## config.mk

```make
export PLATFORM = sky130hd
export DESIGN_NAME = tcw_ctrl
export DESIGN_NICKNAME = d
export VERILOG_FILES = /design/src/rtl/core/text_console_writer_defines.svh /design/src/rtl/core/tcw_pkg.sv /design/src/rtl/core/tcw_ctrl.sv
export SDC_FILE = /design/constraint.sdc
export NUM_CORES = 1
export LEC_CHECK = 0
export BUFFER_PORTS_ARGS = -buffer_cell sky130_fd_sc_hd__buf_2
export CORE_AREA = 4 4 41 43
export DETAILED_ROUTE_END_ITERATION = 12
export DIE_AREA = 0 0 45 47
export GPL_TIMING_DRIVEN = 1
export PLACE_DENSITY = 0.54
export SETUP_SLACK_MARGIN = 0.02
export SLEW_MARGIN = 20
export SYNTH_ARGS = -nofsm -noshare
export SYNTH_HDL_FRONTEND = slang
export SYNTH_SLANG_ARGS = --single-unit
export TNS_END_PERCENT = 30
```

## constraint.sdc

```tcl
create_clock -name clk -period 1.36 [get_ports clk]
set_input_delay 0 -clock clk [delete_from_list [all_inputs] [get_ports clk]]
set_output_delay 0 -clock clk [all_outputs]
set_load 0.01 [all_outputs]
```

## src/rtl/core/text_console_writer_defines.svh

```systemverilog
// ----------------------------------------------------------------------------
// Text console writer: assertion macros
// Shared concurrent-assertion forms, clocked on clk and disabled in reset.
// ----------------------------------------------------------------------------
`ifndef TEXT_CONSOLE_WRITER_DEFINES_SVH
`define TEXT_CONSOLE_WRITER_DEFINES_SVH

// Consequent must hold in the same cycle as the antecedent.
`define TCW_ASSERT_NOW(label, ante, cons) \
    label: assert property (@(posedge clk) disable iff (!rst_n) (ante) |-> (cons)) \
        else $error("text console writer: assertion failed");

// Consequent must hold in the cycle after the antecedent.
`define TCW_ASSERT_NEXT(label, ante, cons) \
    label: assert property (@(posedge clk) disable iff (!rst_n) (ante) |=> (cons)) \
        else $error("text console writer: assertion failed");

`endif

```

## src/rtl/core/tcw_pkg.sv

```systemverilog
// ----------------------------------------------------------------------------
// Text console writer package
// Screen geometry, field widths, character codes and controller types.
// ----------------------------------------------------------------------------
package tcw_pkg;

    localparam int COLUMNS = 80;
    localparam int ROWS    = 25;
    localparam int CELLS   = COLUMNS * ROWS;
    localparam int ADDR_W  = $clog2(CELLS);
    localparam int CNT_W   = $clog2(CELLS + 1);

    localparam int OP_W   = 2;
    localparam int COL_W  = 7;
    localparam int ROW_W  = 5;
    localparam int POS_W  = 11;
    localparam int CHAR_W = 8;
    localparam int ATTR_W = 8;
    localparam int CELL_W = CHAR_W + ATTR_W;

    localparam logic [CHAR_W-1:0] CH_NEWLINE   = 8'd10;
    localparam logic [CHAR_W-1:0] CH_BACKSPACE = 8'd8;
    localparam logic [CHAR_W-1:0] CH_SPACE     = 8'h20;
    localparam logic [ATTR_W-1:0] ATTR_RESET   = 8'd7;

    typedef enum logic [OP_W-1:0] {
        OP_PUT   = 2'd0,
        OP_READ  = 2'd1,
        OP_SET   = 2'd2,
        OP_CLEAR = 2'd3
    } op_t;

    typedef enum logic [1:0] {
        SWEEP_RESET,
        SWEEP_CLEAR,
        SWEEP_SCROLL
    } sweep_kind_t;

    typedef enum logic [2:0] {
        ST_INIT,
        ST_IDLE,
        ST_EXEC,
        ST_READ,
        ST_SWEEP,
        ST_DONE
    } state_t;

    typedef struct packed {
        logic        capture;
        logic        exec;
        logic        read_capture;
        logic        sweep_step;
        sweep_kind_t sweep_kind;
        logic        out_load;
    } cmd_t;

    typedef struct packed {
        op_t  op;
        logic put_scrolls;
        logic read_hit;
        logic fill_last;
        logic scroll_last;
        logic out_free;
    } status_t;

endpackage

```

## src/rtl/core/tcw_ctrl.sv

```systemverilog
// ----------------------------------------------------------------------------
// Text console writer controller
// Sequences reset fill, request execution, cell reads, sweeps and result load.
// ----------------------------------------------------------------------------
module tcw_ctrl
    import tcw_pkg::*;
(
    input  logic    clk,
    input  logic    rst_n,
    input  logic    in_valid,
    output logic    in_stall,
    input  status_t status,
    output cmd_t    cmd
);

    state_t state_reg;
    state_t state_next;

    always_ff @(posedge clk or negedge rst_n)
    begin
        if (!rst_n)
        begin
            state_reg <= ST_INIT;
        end
        else
        begin
            state_reg <= state_next;
        end
    end

    always_comb
    begin
        state_next = state_reg;
        cmd        = '0;
        in_stall   = 1'b1;
        case (state_reg)
            ST_INIT:
            begin
                // fill the screen with blanks of the reset attribute
                cmd.sweep_step = 1'b1;
                cmd.sweep_kind = SWEEP_RESET;
                if (status.fill_last)
                begin
                    state_next = ST_IDLE;
                end
            end
            ST_IDLE:
            begin
                in_stall = 1'b0;
                if (in_valid)
                begin
                    cmd.capture = 1'b1;
                    state_next  = ST_EXEC;
                end
            end
            ST_EXEC:
            begin
                cmd.exec = 1'b1;
                case (status.op)
                    OP_PUT:   state_next = status.put_scrolls ? ST_SWEEP : ST_DONE;
                    OP_READ:  state_next = status.read_hit ? ST_READ : ST_DONE;
                    OP_SET:   state_next = ST_DONE;
                    OP_CLEAR: state_next = ST_SWEEP;
                    default:  state_next = ST_DONE;
                endcase
            end
            ST_READ:
            begin
                cmd.read_capture = 1'b1;
                state_next       = ST_DONE;
            end
            ST_SWEEP:
            begin
                cmd.sweep_step = 1'b1;
                if (status.op == OP_PUT)
                begin
                    cmd.sweep_kind = SWEEP_SCROLL;
                    if (status.scroll_last)
                    begin
                        state_next = ST_DONE;
                    end
                end
                else
                begin
                    cmd.sweep_kind = SWEEP_CLEAR;
                    if (status.fill_last)
                    begin
                        state_next = ST_DONE;
                    end
                end
            end
            ST_DONE:
            begin
                // hold until the output register can take the result
                if (status.out_free)
                begin
                    cmd.out_load = 1'b1;
                    state_next   = ST_IDLE;
                end
            end
            default:
            begin
                state_next = ST_IDLE;
            end
        endcase
    end

endmodule

```

Word level (Yosys, flattened, before mapping)
Index checks and enable logic that the tools add are counted.
{"block": "op_classes", "reduce_logical": 3, "n_mux": 19, "eq_ne": 13}
{"op": "two-way mux 3 bit", "count": 7}
{"op": "one-hot mux 3 bit (6 select lines)", "count": 1}
{"op": "one-hot mux 3 bit (4 select lines)", "count": 1}
{"op": "two-way mux 1 bit", "count": 8}
{"op": "equality test 3 x 2 -> 1 bit (second input constant)", "count": 2}
{"op": "equality test 3 bit (second input constant)", "count": 2}
{"op": "inequality test 2 bit (second input constant)", "count": 3}
{"op": "inequality test 3 bit (second input constant)", "count": 2}
{"op": "one-hot mux 3 bit (2 select lines)", "count": 1}
{"op": "AND reduction 5 bit", "count": 1}
{"op": "equality test 2 bit (second input constant)", "count": 2}
{"op": "equality test 3 x 1 -> 1 bit (second input constant)", "count": 1}
{"op": "zero test 3 bit", "count": 1}
{"op": "equality test 2 x 1 -> 1 bit (second input constant)", "count": 1}
{"op": "zero test 2 bit", "count": 1}
{"op": "two-way mux 2 bit", "count": 1}
{"block": "totals", "regBits": 3, "wordCells": 36, "input_bits": 10, "output_inout_bits": 8}

Depth between registers and ports, before layout
Gate-level depths: netlist (run 1).
{"block": "depth", "depth_word": 3, "depth_mapped": 5, "depth_no_buf": 5}

Worst setup path before layout (run 1)
OpenSTA, ideal clock, no wires.
{"block": "synth_timing", "path_kind": "flip-flop to flip-flop", "startpoint": "register state_reg[2]", "endpoint": "register state_reg[0]", "path_stages_with_launch": 4, "n_path_buf": 1, "arrival_time_ns": 1.062, "synth_period_minus_slack_ns": 1.225, "setup_time_ns": 0.163, "required_ns": 1.197, "slack_ns": 0.135, "path_cell_list": "dfrtp_1 buf_2 nor3b_1 a221oi_1"}
{"block": "synth_between", "elab_chain_cells": 3, "elab_cells_between_ends": 13, "classes_between": "eq/ne: 10; mux: 1; reduce/logical: 2"}
{"element": "start, declared", "line": "tcw_ctrl.sv:16", "source": "state_t state_reg;"}
{"element": "start signal, assigned", "line": "tcw_ctrl.sv:27", "source": "state_reg <= state_next;"}
{"element": "equality test 3 bit (tied with other cells)", "line": "tcw_ctrl.sv:36", "source": "case (state_reg)"}
{"element": "inequality test 3 bit (no line) / inequality test 2 bit (equally long branches)"}
{"element": "AND reduction 5 bit (no line)"}
Several ways; a longest one is shown, not always the timed one.
A chain may end at the register's enable or synchronous reset.

==> results.md, run 1 <==
- Vias per inst: 4.507
- Fmax: 0.8262 GHz
- RD Place Congestion: 0.6846
- Routed WL: 769 um
- Clk pin slew, worst setup/hold paths: 0.04 ns
- CTS Buffer Depth: 2
- Reg2reg path depth: 3
- Sequential power share: 0.276
- Pwr dens: 1559 mW/mm^2
- WL per Instance: 10.25 um
- Vias in the first global route: 336
- Fill cell total of the finished layout: 155
- TNS Setup: 0 ns
- DRT iter0 DRCs: 0
- Total GRT Usage: 0.08386
- # rows: 13
- Arrival time worst endpoint: 1.21 ns
- Ys flop type: dfrtp_1
- Startpoint types: flip-flop
- Final Critical Period: 1.210 ns
- Top post-synthesis cells by area: dfrtp_1 24%, ha_1 20%, nand2_1 4.8%
- Worst Hold Depth: 3
- TritonCTS Buffers: 3
- Cells after Synth: 37
- Internal power: 0.4531 mW
- CTS Root Cell: clkbuf_4
- Max incr delay on CP: 0.42 ns
- Sequential fraction of the synthesis area: 0.2400
- Clock latency on the worst-skew pair: 0.23 ns
- Synth top area share: 0.2400
- Worst-path cell chain: buf_4 -> nor3b_1 -> buf_2
- Setup CP Type: flip-flop to output port
- Family with the most delay on the worst path: flip-flops
- CP required: 1.36 ns
- Syn nets: 52
- Comb pwr share: 0.513
- Largest net degree at the start of global routing: 11
- FFs w/ async S/R, synth: 1.000
- Slowest cell on the critical path: dfrtp_2
- Initial antenna violation count: 0
- Unrepaired setup endpoints after global routing: no
- IO buf count: 17
- N_diodes: 0
- Status: complete, no violations
- Final Hold Viols: 0
- Clk pwr share: 0.212
- Design area: 471.7 um^2
- Final count of pins violating max slew: 0
- Crit-path max FO: 4
- Post-synthesis cell type count: 22
- Syn_area_per_cell: 8.454 um^2
- Antenna Nets Post-Route: 0
- CTS tree: done
- Critical path endpoint category: output port
- Max Cap Violations: 0
- Max reg flops: 3
- Placed cell areas: a little over 400 um^2
- Finish-stage setup viols: 0
- DR pass1 iterations: 1
- Worst Hold Class: input port to flip-flop
- H-Tree Depth: 1
- Chip Width: 45 um
- Least-Margin Pin Slew: 0.2687 ns
- Io pins: 18
- Placeable Area: 0.001301 mm^2
- Switching Share: 0.3840
- CP Buf/Inv Count: 2
- Post-route DRC: 0
- Stages on worst setup path: 3
- #FFs+latches synth: 3
- Lkg Pwr: 0.2553 nW
- Period Utilization, post-route: 0.8900
- Sw power: 0.2825 mW
- Worst-case vdd ir drop: 0.0004078 V
- Yosys Warn Count: 0
- Number of synthesized flops with an enable pin: 0
- Starting Density: 0.2404
- Area leader, netlist: dfrtp_1
- Area taken by multi-input logic gates: approximately 220 um^2
- Die height: 47 um
- GR Overflow Total: 0
- Die area: 0.002115 mm^2
- Vias: around 340
- Final Net Count: 76
- Final Skew: 0.001608 ns
- Layout cells sized above 1: 0.4667
- Relative slew slack: 0.8183
- Register area: just under 80 um^2
- Total clock sinks: 3
- Global-route wire length before repair: 1242 um
- Post-DP HPWL: 584.6 um
- Post-Syn Area: around 310 um^2
- Layout area overhead: 50.80%
-- Yosys cell counts (2+ instances only) --
library cell / instances
o21ai_0: 2
ha_1: 5
nand2_1: 4
o21ai_1: 2
dfrtp_1: 3
nor2_1: 3
a21oi_1: 2
inv_1: 2
-- per-stage QoR --
step | hold WS [ns] | util | setup WS (ns) | cells | power, mW
3_3_place_gp | -0.2012 | 0.3135 | 0.1253 | 68 | 0.5192
3_5_place_dp | -0.2018 | 0.3135 | 0.1180 | 68 | 0.5157
2_1_floorplan | -0.2956 | - | 0.1348 | 37 | 0.4093
6_report | 0.03799 | 0.3625 | 0.1496 | 75 | 0.7356
4_1_cts | 0.03347 | 0.3538 | 0.04001 | 75 | 0.7220
5_1_grt | 0.06089 | 0.3625 | 0.04757 | 75 | 0.8083
-- power by group through the flow --
stage / Combinational (mW) / Clock (mW) / Sequential [mW]
after CTS: 0.365 / 0.166 / 0.191
after detailed placement: 0.305 / 0 / 0.211
after global placement: 0.307 / 0 / 0.212
after floorplan: 0.254 / 0 / 0.155
final: 0.377 / 0.156 / 0.203
after global routing: 0.423 / 0.167 / 0.218
-- worst register-to-register path, cell delays in order (launching register included) --
cell     delay, ns
dfrtp_2       0.44
or4_1         0.40
o21ai_1       0.15
o21ai_1       0.07
-- layout by cell type, fill, tap and decap left out, types with 2 or more instances in the layout --
master / synthesis / final
a21oi_1: 2 / 2
buf_4: 0 / 3
nor2_1: 3 / 3
ha_1: 5 / 5
o21ai_1: 2 / 2
clkbuf_4: 0 / 3
o21ai_0: 2 / 2
dfrtp_2: 0 / 3
buf_2: 1 / 17
nand2_1: 4 / 4
inv_1: 2 / 2
-- cells by family (layout without fill, tap and decap cells) --
group / Yosys count / in the layout / share of synthesized area
compound gates: 8 / 8 / 0.1480
flops: 3 / 3 / 0.2400
simple gates: 17 / 17 / 0.3361
buf+inv: 4 / 27 / 0.07599
fa+ha+maj: 5 / 5 / 0.2000
-- metal layers --
layer | global-route usage | vias up | wire length, um
met5 | 0 | - | 0
met4 | 0.1053 | 0 | 0
met3 | 0.007663 | 0 | 60
met2 | 0.1412 | 11 | 367
met1 | 0.08219 | 147 | 341
li1 | - | 180 | -
-- final timing paths --
path                            slack (ns)         start            to
worst max register to register        0.20  state_reg[0]  state_reg[2]
worst max-delay path                  0.15  state_reg[2]        cmd[5]
min in group asynchronous             0.09         rst_n  state_reg[2]
max in group asynchronous             1.15         rst_n  state_reg[1]
worst min register to register        0.63  state_reg[2]  state_reg[1]
worst min-delay path                  0.04      in_valid  state_reg[1]
-- final cells by class --
| cell class | count | share of cell area |
|---|---|---|
| Timing Repair Buffer | 21 | 0.2493 |
| Clock buffer | 4 | 0.05570 |
| Sequential cell | 3 | 0.1671 |
| Tap cell | 15 | 0.03979 |
| Inverter | 2 | 0.01592 |
| Multi-Input combinational cell | 30 | 0.4721 |
-- what timing repair did --
item / in CTS / in global routing
endpoints found under the setup margin: 2 / 2
setup buffers: 2 / 0
hold buffers: 1 / 0
hold endpoints to repair: 3 / 0
gates resized for setup: 1 / 4
Note: power is estimated with default switching activity, not from simulation.
==> run 2, diff against run 1 <==
--- a/config.mk
+++ b/config.mk
@@ -11,7 +11,7 @@
 export DIE_AREA = 0 0 45 47
 export GPL_TIMING_DRIVEN = 1
 export PLACE_DENSITY = 0.54
-export SETUP_SLACK_MARGIN = 0.02
+export SETUP_SLACK_MARGIN = 0.5
 export SLEW_MARGIN = 20
 export SYNTH_ARGS = -nofsm -noshare
 export SYNTH_HDL_FRONTEND = slang
==> results.md, run 2 (synthesis gave the netlist of run 1 again) <==
- Relative slew slack: 0.8362
- Pre-CTS setup slack: 0.1385 ns
- IO buf count: 17
- Global-route wire length before repair: 1324 um
- Setup WS post-layout: ~0.17 ns
- Slowest cell on the critical path: dfrtp_2
- Clk pwr share: 0.184
- Fmax: 0.8382 GHz
- Clock latency on the worst-skew pair: ~0.23 ns
- GR Util met3: 0
- TritonCTS Buffers: 3
- Pwr dens: 1621 mW/mm^2
- Comb pwr share: 0.576
- Register area: between 70 and 80 um^2
- Overall power: 0.8396 mW
- Crit-path max FO: 8
- Layout cells sized above 1: 0.5238
- TNS Setup: 0 ns
- RD Place Congestion: 0.6783
- GRT busiest layer: met2
- Sequential power share: 0.239
- Arrival time worst endpoint: 1.19 ns
- Critical path endpoint category: output port
- Die height: 47 um
- Internal power: 0.5236 mW
- H-Tree Depth: 1
- Io pins: 18
- DR pass1 iterations: 2
- Post-DP HPWL: 585 um
- Max reg flops: 3
- Vias in the first global route: 352
- WL per Instance: slightly above 10 um
- Max incr delay on CP: 0.44 ns
- Final count of pins violating max slew: 0
- Switching Share: 0.3764
- CTS tree: done
- Routed WL: approximately 800 um
- Vias: about 350
- Area taken by multi-input logic gates: between 200 and 250 um^2
- Clk pin slew, worst setup/hold paths: about 0.040 ns
- CP Buf/Inv Count: 1
- N_diodes: 0
- Most frequent cells in the layout: 16 x buf_2, 5 x ha_1, 5 x buf_4, 4 x nand2_1
- Sw power: roughly 0.32 mW
- Worst-path cell chain: or3b_4 -> buf_6
- CTS Buffer Depth: 2
- GR Overflow Total: 0
- Final Hold Viols: 0
- Final Net Count: 79
- Vias per inst: 4.436
- Finish-stage setup viols: 0
- Most common cell after layout, fill and taps aside: buf_2
- Setup CP Type: flip-flop to output port
- Final std cells w/o fill: 78
- Antenna Nets Post-Route: 0
- CTS Root Cell: clkbuf_4
- # rows: 13
- GR Util met2: 0.1525
- Total clock sinks: 3
- DRT iter0 DRCs: 3
- Starting Density: 0.2404
- Post-route DRC: 0
- Number of instances in the placed design: around 70
- Lkg Pwr: between 0.2 and 0.3 nW
- Layout area overhead: 65.60%
- Max Cap Violations: 0
- Initial antenna violation count: 0
- Period Utilization, post-route: 0.8772
- Final Critical Period: about 1.2 ns
- Chip Width: approximately 45 um
- Family with the most delay on the worst path: flip-flops
- Worst Hold Class: input port to flip-flop
- Worst-case vdd ir drop: 0.0004675 V
- Total GRT Usage: 0.08630
- Least-Margin Pin Slew: 0.2422 ns
- Status: complete, no violations
- Final Skew: around 0.0033 ns
- Die area: 0.002115 mm^2
- CP required: 1.36 ns
- Hold_ws: 0.04400 ns
- Startpoint types: flip-flop
- Largest net degree at the start of global routing: 9
- Unrepaired setup endpoints after global routing: yes
- Met1 Track Usage GR: 0.09840
- Fill cell total of the finished layout: 148
- Placeable Area: 0.001301 mm^2
-- run 2: metal layers --
layer | wire length (um) | vias to the layer above | part of all wire
met4 | 0 | 0 | 0
met3 | 57 | 0 | 0.072
met1 | 360 | 151 | 0.45
met2 | 379 | 12 | 0.48
met5 | 0 | - | 0
li1 | - | 183 | -
-- run 2: power by group through the flow --
stage	sequential, mW	combinational [mW]	clock, mW
2_1_floorplan	0.159	0.268	0
4_1_cts	0.196	0.466	0.164
5_1_grt	0.207	0.538	0.165
6_report	0.201	0.484	0.155
3_3_place_gp	0.220	0.295	0
3_5_place_dp	0.222	0.293	0
-- run 2: worst paths after layout --
check / startpoint / endpoint / slack, ns / cells past startpoint
hold / removal: in_valid / state_reg[1] / 0.04 / 3
setup reg to reg: state_reg[0] / state_reg[2] / 0.18 / 3
hold reg to reg: state_reg[2] / state_reg[1] / 0.62 / 2
max in group asynchronous: rst_n / state_reg[1] / 1.14 / 2
min in group asynchronous: rst_n / state_reg[2] / 0.10 / 2
setup / recovery: state_reg[0] / in_stall / 0.17 / 2
-- run 2: what timing repair did --
item,CTS,global route
hold endpoints to repair,3,0
hold buffers,1,0
setup buffers,5,0
cloned,0,0
endpoints found under the setup margin,11,11
resized for setup,6,2
-- run 2: layout make-up --
cell class | instances | area share
multi-input combinational | 30 | 0.4565
timing repair buffer | 24 | 0.2899
sequential | 3 | 0.1522
clock buffer | 4 | 0.05072
tap | 15 | 0.03623
inverter | 2 | 0.01449
-- run 2: through the flow --
| stage | utilization | instance area [um^2] |
|---|---|---|
| floorplan | - | 324.1 |
| global placement | 0.3221 | 419.2 |
| detailed placement | 0.3221 | 419.2 |
| CTS | 0.3904 | 508.0 |
| global route | 0.3981 | 518.0 |
| finish | 0.3981 | 518.0 |
-- run 2: worst reg2reg max path, delay by kind of cell (launching register included) --
kind / cells / cell delay [ns]
flip-flops: 1 / 0.45
AND/OR/NAND/NOR: 1 / 0.41
AO/OA/AOI/OAI: 2 / 0.21
